**config.mk**
```make
export PLATFORM = sky130hd
export DESIGN_NAME = fat16_directory_entry_scanner
export DESIGN_NICKNAME = d
export VERILOG_FILES = /design/src/hw/rtl/fds_pkg.sv /design/src/hw/rtl/fds_judge.sv /design/src/hw/rtl/fds_fifo.sv /design/src/hw/rtl/fat16_directory_entry_scanner.sv
export SDC_FILE = /design/constraint.sdc
export NUM_CORES = 2
export LEC_CHECK = 0
export BUFFER_PORTS_ARGS = -buffer_cell sky130_fd_sc_hd__buf_2
export CAP_MARGIN = 20
export CORE_UTILIZATION = 56
export DETAILED_ROUTE_END_ITERATION = 12
export PLACE_DENSITY = 0.77
export SLEW_MARGIN = 5
export SYNTH_ARGS = -nofsm -noshare
export SYNTH_HDL_FRONTEND = slang
export SYNTH_SLANG_ARGS = --single-unit
```
**constraint.sdc**
```tcl
create_clock -name clk -period 3.1 [get_ports clk]
set_input_delay 0.31 -clock clk [delete_from_list [all_inputs] [get_ports clk]]
set_output_delay 0.31 -clock clk [all_outputs]
set_load 0.01 [all_outputs]
```
**src/hw/rtl/fds_pkg.sv**
```systemverilog
// Shared types and constants for the FAT16 directory entry scanner.
// No dependencies; imported by fds_judge, fds_fifo and the top level.
`timescale 1ns / 1ps
`default_nettype none

package fds_pkg;

  localparam int ENTRY_LEN = 32;
  localparam int COUNT_W   = 11;
  localparam int POS_W     = 5;

  // Directory entry markers and attribute bits
  localparam logic [7:0] MARK_END       = 8'h00;
  localparam logic [7:0] MARK_DELETED   = 8'hE5;
  localparam logic [7:0] ATTR_LONG_NAME = 8'h0F;
  localparam logic [7:0] ATTR_VOLUME    = 8'h08;
  localparam logic [7:0] ATTR_DIRECTORY = 8'h10;
  localparam logic [7:0] SPACE_CHAR     = 8'h20;

  localparam logic [POS_W-1:0]   POS_LAST         = 5'd31;
  localparam logic [COUNT_W-1:0] FILE_LIMIT_RESET = 11'd64;

  // Result kinds
  localparam logic KIND_FILE = 1'b0;
  localparam logic KIND_DONE = 1'b1;

  // Result queue geometry
  localparam int FIFO_DEPTH = 8;
  localparam int FIFO_AW    = 3;
  localparam int FIFO_LW    = 4;

  // One complete 32-byte entry, byte 0 in the lowest position
  typedef logic [ENTRY_LEN-1:0][7:0] entry_t;

  // Decoded view of a complete entry
  typedef struct packed {
    logic        is_end;
    logic        is_skip;
    logic [63:0] name;
    logic [23:0] ext;
    logic [15:0] cluster;
    logic [31:0] size;
  } file_info_t;

  // One result item
  typedef struct packed {
    logic               kind;
    logic               last;
    logic [63:0]        file_name;
    logic [23:0]        file_ext;
    logic [15:0]        first_cluster;
    logic [31:0]        size_bytes;
    logic [COUNT_W-1:0] file_count;
  } result_t;

endpackage

`default_nettype wire

```
**src/hw/rtl/fds_judge.sv**
```systemverilog
// Combinational decode of one complete directory entry: classification,
// name/extension space trimming and field extraction. Uses fds_pkg.
`timescale 1ns / 1ps
`default_nettype none

module fds_judge
  import fds_pkg::*;
(
  input  var entry_t     entry,
  output var file_info_t info
);

  logic [7:0] attr;
  logic       seen_name;
  logic       seen_ext;

  always_comb begin
    attr = entry[11];

    // Classification
    info.is_end  = (entry[0] == MARK_END);
    info.is_skip = (entry[0] == MARK_DELETED) || (attr == ATTR_LONG_NAME) ||
                   ((attr & (ATTR_VOLUME | ATTR_DIRECTORY)) != 8'h00);

    // Name: zero the run of spaces at the tail
    seen_name = 1'b0;
    info.name = '0;
    for (int j = 7; j >= 0; j--) begin
      seen_name = seen_name | (entry[j] != SPACE_CHAR);
      info.name[j*8 +: 8] = seen_name ? entry[j] : 8'h00;
    end

    // Extension: same trimming over bytes 8..10
    seen_ext = 1'b0;
    info.ext = '0;
    for (int j = 2; j >= 0; j--) begin
      seen_ext = seen_ext | (entry[8+j] != SPACE_CHAR);
      info.ext[j*8 +: 8] = seen_ext ? entry[8+j] : 8'h00;
    end

    // Little-endian words
    info.cluster = {entry[27], entry[26]};
    info.size    = {entry[31], entry[30], entry[29], entry[28]};
  end

endmodule

`default_nettype wire

```
**src/hw/rtl/fds_fifo.sv**
```systemverilog
// Result queue: takes up to two results per cycle, delivers one per cycle
// to the output stream while out_ready is high. Uses fds_pkg.
`timescale 1ns / 1ps
`default_nettype none

module fds_fifo
  import fds_pkg::*;
(
  input  wire logic    clk,
  input  wire logic    rst,
  input  wire logic    push0,
  input  var  result_t push0_data,
  input  wire logic    push1,
  input  var  result_t push1_data,
  output var  logic    room,
  output var  logic    out_valid,
  input  wire logic    out_ready,
  output var  result_t out_data
);

  result_t              mem [FIFO_DEPTH];
  logic [FIFO_AW-1:0]   wr_ptr;
  logic [FIFO_AW-1:0]   rd_ptr;
  logic [FIFO_LW-1:0]   level;
  logic [FIFO_LW-1:0]   level_next;
  logic [FIFO_AW-1:0]   wr_ptr_next;
  logic                 pop;
  logic [1:0]           push_n;

  always_comb begin
    pop         = out_valid && out_ready;
    push_n      = {1'b0, push0} + {1'b0, push1};
    wr_ptr_next = wr_ptr + FIFO_AW'(push_n);
    level_next  = level + FIFO_LW'(push_n) - FIFO_LW'(pop);
  end

  // Storage; push1 only ever comes with push0
  always_ff @(posedge clk) begin
    if (push0) begin
      mem[wr_ptr] <= push0_data;
    end
    if (push1) begin
      mem[wr_ptr + FIFO_AW'(1)] <= push1_data;
    end
  end

  // Pointers and fill level
  always_ff @(posedge clk) begin
    if (rst) begin
      wr_ptr <= '0;
      rd_ptr <= '0;
      level  <= '0;
    end else begin
      wr_ptr <= wr_ptr_next;
      if (pop) begin
        rd_ptr <= rd_ptr + FIFO_AW'(1);
      end
      level <= level_next;
    end
  end

  // Room for the item in flight plus a new one, two results each
  assign room      = (level <= FIFO_LW'(FIFO_DEPTH - 4));
  assign out_valid = (level != '0);
  assign out_data  = mem[rd_ptr];

endmodule

`default_nettype wire

```
**src/hw/rtl/fat16_directory_entry_scanner.sv**
```systemverilog
// FAT16 root-directory scanner. Bytes of the root-directory region enter on
// s_axis one per cycle (tlast marks the region's last byte) and are cut into
// 32-byte entries. Each completed entry is judged: a 0x00 first byte ends
// the scan, deleted, long-name, volume and directory entries are skipped,
// and other entries are reported as file results until the file limit is
// reached. The region's last byte adds a closing result with the count and
// re-arms the scanner. A byte is accepted every cycle while s_axis_tready is
// high; results are registered via the input register and result queue.
// s_axis_tready is low during reset and otherwise drops only while the
// eight-entry result queue holds more than four results (output stall).
// Uses fds_pkg, fds_judge and fds_fifo.
`timescale 1ns / 1ps
`default_nettype none

module fat16_directory_entry_scanner
  import fds_pkg::*;
(
  input  wire logic         clk,
  input  wire logic         rst,
  // Input stream
  input  wire logic         s_axis_tvalid,
  output var  logic         s_axis_tready,
  input  wire logic [7:0]   s_axis_tdata,   // [7:0] data_byte
  input  wire logic         s_axis_tlast,   // final_byte
  // Result stream
  output var  logic         m_axis_tvalid,
  input  wire logic         m_axis_tready,
  // [63:0] file_name, [87:64] file_ext, [103:88] first cluster,
  // [135:104] size in bytes, [146:136] file_count, [151:147] zero
  output var  logic [151:0] m_axis_tdata,
  output var  logic         m_axis_tlast,   // last
  output var  logic         m_axis_tuser,   // kind
  // Configuration
  input  wire logic         cfg_wr_en,
  input  wire logic [10:0]  cfg_wr_data     // file limit
);

  // Input register
  logic               in_valid;
  logic [7:0]         in_byte;
  logic               in_fin;

  // Scan state
  logic [7:0]         entry_mem [ENTRY_LEN-1];
  logic [POS_W-1:0]   byte_position;
  logic [COUNT_W-1:0] files_found;
  logic [COUNT_W-1:0] files_found_next;
  logic               scan_ended;
  logic               scan_ended_next;
  logic [COUNT_W-1:0] file_limit;

  entry_t             entry;
  file_info_t         info;
  logic               at_last;
  logic               file_hit;
  logic               end_hit;
  logic               push0;
  logic               push1;
  result_t            push0_data;
  result_t            push1_data;
  result_t            done_res;
  result_t            file_res;
  result_t            out_res;
  logic               room;

  // Configuration register
  always_ff @(posedge clk) begin
    if (rst) begin
      file_limit <= FILE_LIMIT_RESET;
    end else if (cfg_wr_en) begin
      file_limit <= cfg_wr_data;
    end
  end

  // Input register
  assign s_axis_tready = room && !rst;

  always_ff @(posedge clk) begin
    if (rst) begin
      in_valid <= 1'b0;
    end else begin
      in_valid <= s_axis_tvalid && s_axis_tready;
    end
  end

  always_ff @(posedge clk) begin
    if (s_axis_tvalid && s_axis_tready) begin
      in_byte <= s_axis_tdata;
      in_fin  <= s_axis_tlast;
    end
  end

  // Complete entry: stored bytes plus the byte now in the input register
  always_comb begin
    for (int i = 0; i < ENTRY_LEN - 1; i++) begin
      entry[i] = entry_mem[i];
    end
    entry[ENTRY_LEN-1] = in_byte;
  end

  fds_judge u_judge (
    .entry (entry),
    .info  (info)
  );

  // Judgment and result selection
  always_comb begin
    at_last  = in_valid && (byte_position == POS_LAST);
    file_hit = at_last && !scan_ended && !info.is_end && !info.is_skip &&
               (files_found < file_limit);
    end_hit  = at_last && !scan_ended && info.is_end;

    files_found_next = files_found + COUNT_W'(file_hit);
    scan_ended_next  = scan_ended | end_hit;

    file_res.kind          = KIND_FILE;
    file_res.last          = !in_fin;
    file_res.file_name     = info.name;
    file_res.file_ext      = info.ext;
    file_res.first_cluster = info.cluster;
    file_res.size_bytes    = info.size;
    file_res.file_count    = files_found_next;

    done_res               = '0;
    done_res.kind          = KIND_DONE;
    done_res.last          = 1'b1;
    done_res.file_count    = files_found_next;

    push0      = file_hit || (in_valid && in_fin);
    push0_data = file_hit ? file_res : done_res;
    push1      = file_hit && in_fin;
    push1_data = done_res;
  end

  // Entry byte capture; byte 31 is used straight from the input register
  always_ff @(posedge clk) begin
    if (in_valid && (byte_position != POS_LAST)) begin
      entry_mem[byte_position] <= in_byte;
    end
  end

  // Position, count and end flag; the last byte of the region re-arms
  always_ff @(posedge clk) begin
    if (rst) begin
      byte_position <= '0;
      files_found   <= '0;
      scan_ended    <= 1'b0;
    end else if (in_valid) begin
      if (in_fin) begin
        byte_position <= '0;
        files_found   <= '0;
        scan_ended    <= 1'b0;
      end else begin
        byte_position <= byte_position + POS_W'(1);
        files_found   <= files_found_next;
        scan_ended    <= scan_ended_next;
      end
    end
  end

  fds_fifo u_fifo (
    .clk        (clk),
    .rst        (rst),
    .push0      (push0),
    .push0_data (push0_data),
    .push1      (push1),
    .push1_data (push1_data),
    .room       (room),
    .out_valid  (m_axis_tvalid),
    .out_ready  (m_axis_tready),
    .out_data   (out_res)
  );

  // Output packing
  assign m_axis_tuser = out_res.kind;
  assign m_axis_tlast = out_res.last;
  assign m_axis_tdata = {5'b0, out_res.file_count, out_res.size_bytes,
                         out_res.first_cluster, out_res.file_ext,
                         out_res.file_name};

endmodule

`default_nettype wire
```
# Word level (Yosys, flattened, before mapping)
# Memory sizes are Yosys's and may differ from the RTL's. A register that Yosys moved wholly into a read port is not among the register bits.
# Cells that the tools add are included.
[totals] mem_bits_rw=1440 inputBits=25 elab_cells=93 ff_bits=48 memories=2
[memory_table] memory="u_fifo.mem" depth=8 word_bits=149 read_ports=1 rd_clocked_by_memory_dff=1 write_ports=2 line_no="fds_fifo.sv:21" source="result_t mem [FIFO_DEPTH];"
[memory_table] memory="entry_mem" depth=31 word_bits=8 read_ports=17 rd_clocked_by_memory_dff=0 write_ports=1 line_no="fat16_directory_entry_scanner.sv:44" source="logic [7:0] entry_mem [ENTRY_LEN-1];"
[op_classes] reduce_logical=23 magnitude_cmp=2 n_mux=23 n_addsub=8 n_bitwise=10 eq_ne=15
[op_table] operator="two-way mux 149 bit" count=1
[op_table] operator="two-way mux 8 bit" count=11
[op_table] operator="!= test 8 x 6 -> 1 bit, second input constant" count=11
[op_table] operator="logical AND 1 bit" count=12
[op_table] operator="adder 11 x 1 -> 11 bit" count=1
[op_table] operator="< comparator 11 bit" count=1
[op_table] operator="two-way mux 11 bit" count=1
[op_table] operator="OR 1 bit" count=10
[op_table] operator="== test 8 x 4 -> 1 bit, second input constant" count=1
[op_table] operator="== test 8 bit, second input constant" count=1
[op_table] operator="logical NOT 8 bit" count=1
[op_table] operator="nonzero test 8 bit" count=1
[op_table] operator="two-way mux 1 bit" count=7
[op_table] operator="adder 3 x 1 -> 3 bit, second input constant" count=2
[op_table] operator="two-way mux 3 bit" count=2
[op_table] operator="adder 5 x 1 -> 5 bit, second input constant" count=1
[op_table] operator="== test 5 bit, second input constant" count=1
[op_table] operator="logical NOT 1 bit" count=5
[op_table] operator="two-way mux 5 bit" count=1
[op_table] operator="!= test 5 bit, second input constant" count=1
[op_table] operator="adder 4 x 2 -> 4 bit" count=1
[op_table] operator="<= comparator 4 x 3 -> 1 bit, second input constant" count=1
[op_table] operator="nonzero test 4 bit" count=1
[op_table] operator="subtractor 4 x 1 -> 4 bit" count=1
[op_table] operator="other kinds (3)" count=5

# Longest topological paths before layout
# An unclocked memory read counts as a cell.
[depth] ltp_word=11 ltp_mapped=17

# Cells and area by module
# A second synthesis with hierarchy kept.
[hier_totals] hier_cells=3999 area_unflattened_um2=71655.0
[by_module_without_submodules] module="fds_fifo" cells_per_inst=3141 n_inst=1 area_each_um2=59906.2
[by_module_without_submodules] module="fat16_directory_entry_scanner" cells_per_inst=681 n_inst=1 area_each_um2=10726.5
[by_module_without_submodules] module="fds_judge" cells_per_inst=177 n_inst=1 area_each_um2=1022.2

# Worst setup path after synthesis
# OpenSTA, ideal clock, no wires.
[synth_timing] path_type="flip-flop to flip-flop" start="register byte_position[0]" end="register files_found[7]" synth_period_minus_slack_ns=3.443 path_slack_ns=-0.343 stages_incl_launch_ff=17 n_path_buf=2 setup_time_ns=0.115 t_arrival_ns=3.328 required_ns=2.985 cell_sequence="dfxtp_1 -> ha_1 -> and3_1 -> ha_1 -> and2_1 -> o2111ai_1 -> nor3_1 -> o21ai_1 -> inv_1 -> clkbuf_1 -> ha_1 -> and3_1 -> clkbuf_1 -> nand3_1 -> xor2_1 -> o2bb2ai_1 -> and2_1"
[synth_via] elab_chain_len=8
[synth_rtl] element="start, declared" line_no="fat16_directory_entry_scanner.sv:45" source="logic [POS_W-1:0] byte_position;"
[synth_rtl] element="start signal, assigned" line_no="fat16_directory_entry_scanner.sv:154" source="byte_position <= byte_position + POS_W'(1);"
[synth_rtl] element="== test 5 bit" line_no="fat16_directory_entry_scanner.sv:108" source="at_last = in_valid && (byte_position == POS_LAST);"
[synth_rtl] element="logical AND 1 bit" line_no="fat16_directory_entry_scanner.sv:108"
[synth_rtl] element="logical AND 1 bit (4 in a row)" line_no="fat16_directory_entry_scanner.sv:109" source="file_hit = at_last && !scan_ended && !info.is_end && !info.is_skip &&"
[synth_rtl] element="adder 11 x 1 -> 11 bit" line_no="fat16_directory_entry_scanner.sv:113" source="files_found_next = files_found + COUNT_W'(file_hit);"
[synth_rtl] element="two-way mux 11 bit" line_no="fat16_directory_entry_scanner.sv:149" source="if (in_fin) begin"
[synth_rtl] element="end signal, assigned" line_no="fat16_directory_entry_scanner.sv:155" source="files_found <= files_found_next;"
[synth_rtl] element="end, declared" line_no="fat16_directory_entry_scanner.sv:46" source="logic [COUNT_W-1:0] files_found;"
# No other way between the ends.
# A chain may end at the register's enable or synchronous reset.

==> metrics.txt <==
count of buffers inserted at the top-level ports=175; type of the worst setup path=reg2reg; pin count of the biggest net entering global routing=88; crit path buf inv count=5; Final WS setup=-0.0745 ns; number of slew-limit violations in the final report=0; number of sinks driven by the clock tree=1373; total power=40.5 mW; warning count from the yosys run=0; HP Class=in2reg; routed wirelength normalized by instance count=29.0 um; worst setup slack before clock tree synthesis=-0.118 ns; post-detailed-placement half-perimeter wirelength=94100 um; share of synthesized area occupied by flip-flops and latches=55.9%; total detailed-routing wirelength=162000 um; post-synthesis cell area=53200 um^2; number of global-route vias before repair=38106; cell chain of the critical path=ha_4 > and3_4 > ha_4 > and2_4 > o2111ai_4 > or3_4 > buf_6 > a22oi_4 > buf_12 > buf_8 > a31oi_4 > clkbuf_16 > clkbuf_16 > a22o_1; proportion of layout cells with a drive suffix above 1=28.9%; relative contribution of the clock network to total power=41.8%; via count normalized by instance count=6.92; synth-to-layout area growth=19.3%; switching fraction of total power=24.6%; fmax=315 MHz; Std-Cell Rows=112; number of max-capacitance violations reported=0; root buffer selected by CTS=clkbuf_16; sequential share of power=45.5%; initial core utilization=56.8%; DRC violation count after routing=0; RD Place Congestion=0.892; number of buffers inserted during clock tree synthesis=138; Die ar.=96300 um^2; violated checks=setup timing; initial antenna violation count=7; total internal power=30.5 mW; status=finished with violations; Core Region=93700 um^2; final standard cell utilization of the core=67.8%; final hold viol count=0; vias=38673; number of DRC violations after detailed-routing iteration 0=5130; Cell variety after synth=65; Mapped Cells=3995; number of iterations in the first detailed-routing pass=8; clock skew=0.0338 ns; total global routing track utilization=32.4%; setup repair after global routing missed its margin=true; crit-path max FO=8; Worst path top cell family by delay=buffers and inverters; clock transition time at the flip-flop clock pins of the worst setup and hold paths=0.06 ns; post-layout minimum cycle time=3.17 ns; portion of total power attributed to combinational logic=12.7%; Startpoint Class=flip-flop; height of the chip=310 um; number of nets with antenna violations after routing=0; Max VDD drop=574 uV; Primary FF master, synth=dfxtp_1; slew at the pin closest to its max-slew limit=1.38 ns; flip-flop and latch count after synthesis=1373; insertion delay to the later sink of the worst-skew pair=0.76 ns; switching power of the nets=9.94 mW; total I/O pin count=181; Async SR Flop Fraction=0%; Pwr Density=637 nW/um^2; remaining global-route overflow=0; floorplan die width=310 um; delay of the slowest cell on the worst path=0.46 ns; kind of end point of the critical path=flip-flop; global-route wire length before repair=238000 um; EDFF count, synth=227; Relative slew margins=7.87%; total number of nets in the final design=4273; post-synthesis area per instance=13.3 um^2; slowest cell on the critical path=or3_4; Bufs on Longest Clock Path=3; number of setup violations in the final report=338; worst path required time=3.74 ns; critical path data arrival time=3.82 ns; period utilisation layout=102%; H-tree depth=4; leakage power=24.1 nW; clock tree from TritonCTS=done
## cell usage in the layout (no fill, tap or decap), types with 9 or more instances in the layout
cell and instances:
dfxtp_1 1139, a22o_1 963, mux4_2 298, edfxtp_1 227, buf_4 196, buf_2 175, clkbuf_16 164, mux2_2 149
nor2_1 138, buf_12 115, nand2_1 80, a32o_1 56, clkbuf_1 50, nand3_1 44, a21oi_1 38, inv_1 30
o21ai_0 30, nor2b_1 23, nor3_1 23, dlygate4sd3_1 23, ha_1 22, o22ai_1 21, o2bb2ai_1 20, clkbuf_8 16
clkinv_2 15, o31ai_1 13, buf_6 12, buf_16 12, nor4_1 10, o21ai_1 10, mux2i_1 10, nor2_4 9
nor4b_1 9, bufinv_16 9
## kinds of logic after synthesis
family / count (synthesis) / synth area share (%)
AOI/OAI and AO/OA: 1220 / 19.6
muxes: 457 / 15.9
other: 1 / 0.00704
and+or+nand+nor: 383 / 3.33
buffers and inverters: 515 / 4.26
DFF: 1373 / 55.9
adders and majority gates: 29 / 0.710
xor gates and xnor gates: 17 / 0.280
## state kept, by name, indices dropped and copies added (netlist names), named ones only
| signal | flops |
|---|---|
| entry_mem | 130 |
| scan_ended | 1 |
| byte_position | 5 |
| file_limit | 11 |
| in_byte | 8 |
| in_valid | 1 |
| files_found | 11 |
| in_fin | 1 |
| u_fifo.level | 4 |
| u_fifo.rd_ptr | 3 |
| u_fifo.mem | 1192 |
| u_fifo.wr_ptr | 3 |
## cell usage after synthesis, types with 26 or more instances
cell type	instances	share of area, %
buf_1	122	0.86
nor2_1	148	1.0
a22o_1	964	16
clkbuf_1	231	1.6
nand3_1	44	0.41
dfxtp_1	1146	43
mux4_2	298	13
ha_1	27	0.63
inv_1	36	0.25
nor3_1	26	0.24
edfxtp_1	227	13
mux2_2	149	3.2
a32o_1	56	1.1
buf_2	85	0.80
a21oi_1	40	0.38
nand2_1	80	0.56
o21ai_0	31	0.29
## repair_timing
item	4_1_cts	5_1_grt
endpoints found under the hold margin	25	0
buffers inserted	10	11
setup endpoints to repair	762	883
cloned	5	21
pin swaps	3	106
gates resized for setup	21	53
hold buffers	23	0
## path summary, 6_finish.rpt
check                    from                  to  slack [ns]  depth (start not counted)
min                 cfg_wr_en       file_limit[6]        0.04                          2
max reg2reg  byte_position[0]  u_fifo.mem[2][123]       -0.07                         14
min reg2reg  u_fifo.rd_ptr[1]           flip-flop        0.45                          2
max          byte_position[0]  u_fifo.mem[2][123]       -0.07                         14
## power by group through the flow
stage | Sequential [mW] | Clock [mW] | Combinational [mW]
after global routing | 18.4 | 17.7 | 5.40
after detailed placement | 18.8 | 0 | 4.63
after CTS | 18.4 | 16.9 | 5.03
after floorplan | 18.7 | 0 | 3.15
after global placement | 18.8 | 0 | 4.60
final | 18.4 | 16.9 | 5.12
## through the flow
step / std cells / hold slack (ns) / TNS (ns) / area, um^2
floorplan: 3999 / 0.409 / 0 / 53400
global placement: 5262 / 0.439 / -0.402 / 57600
detailed placement: 5262 / 0.445 / -9.37 / 57600
CTS: 5551 / 0.00381 / 0 / 62700
global route: 5584 / 0.0542 / -15.27 / 63500
finish: 5585 / 0.0353 / -8.14 / 63500
## per-layer routing
layer	track usage (%)	share of wire, %	vias to the layer above
met1	44.1	39	19561
met2	51.5	46	2614
li1	-	-	16049
met5	0	0.017	-
met3	5.71	11	445
met4	13.1	4.0	4
## area by class of cell
cell class | count | area [um^2]
Sequential cell | 1373 | 29800
Timing Repair Buffer | 555 | 5880
Clock inverter | 37 | 462
Tap cell | 1254 | 1570
Multi-Input combinational cell | 2112 | 21600
Fill cell | 6165 | 30200
Clock buffer | 214 | 4090
Inverter | 39 | 165
Antenna cell | 1 | 2.50
(Power assumes the default switching activity.)
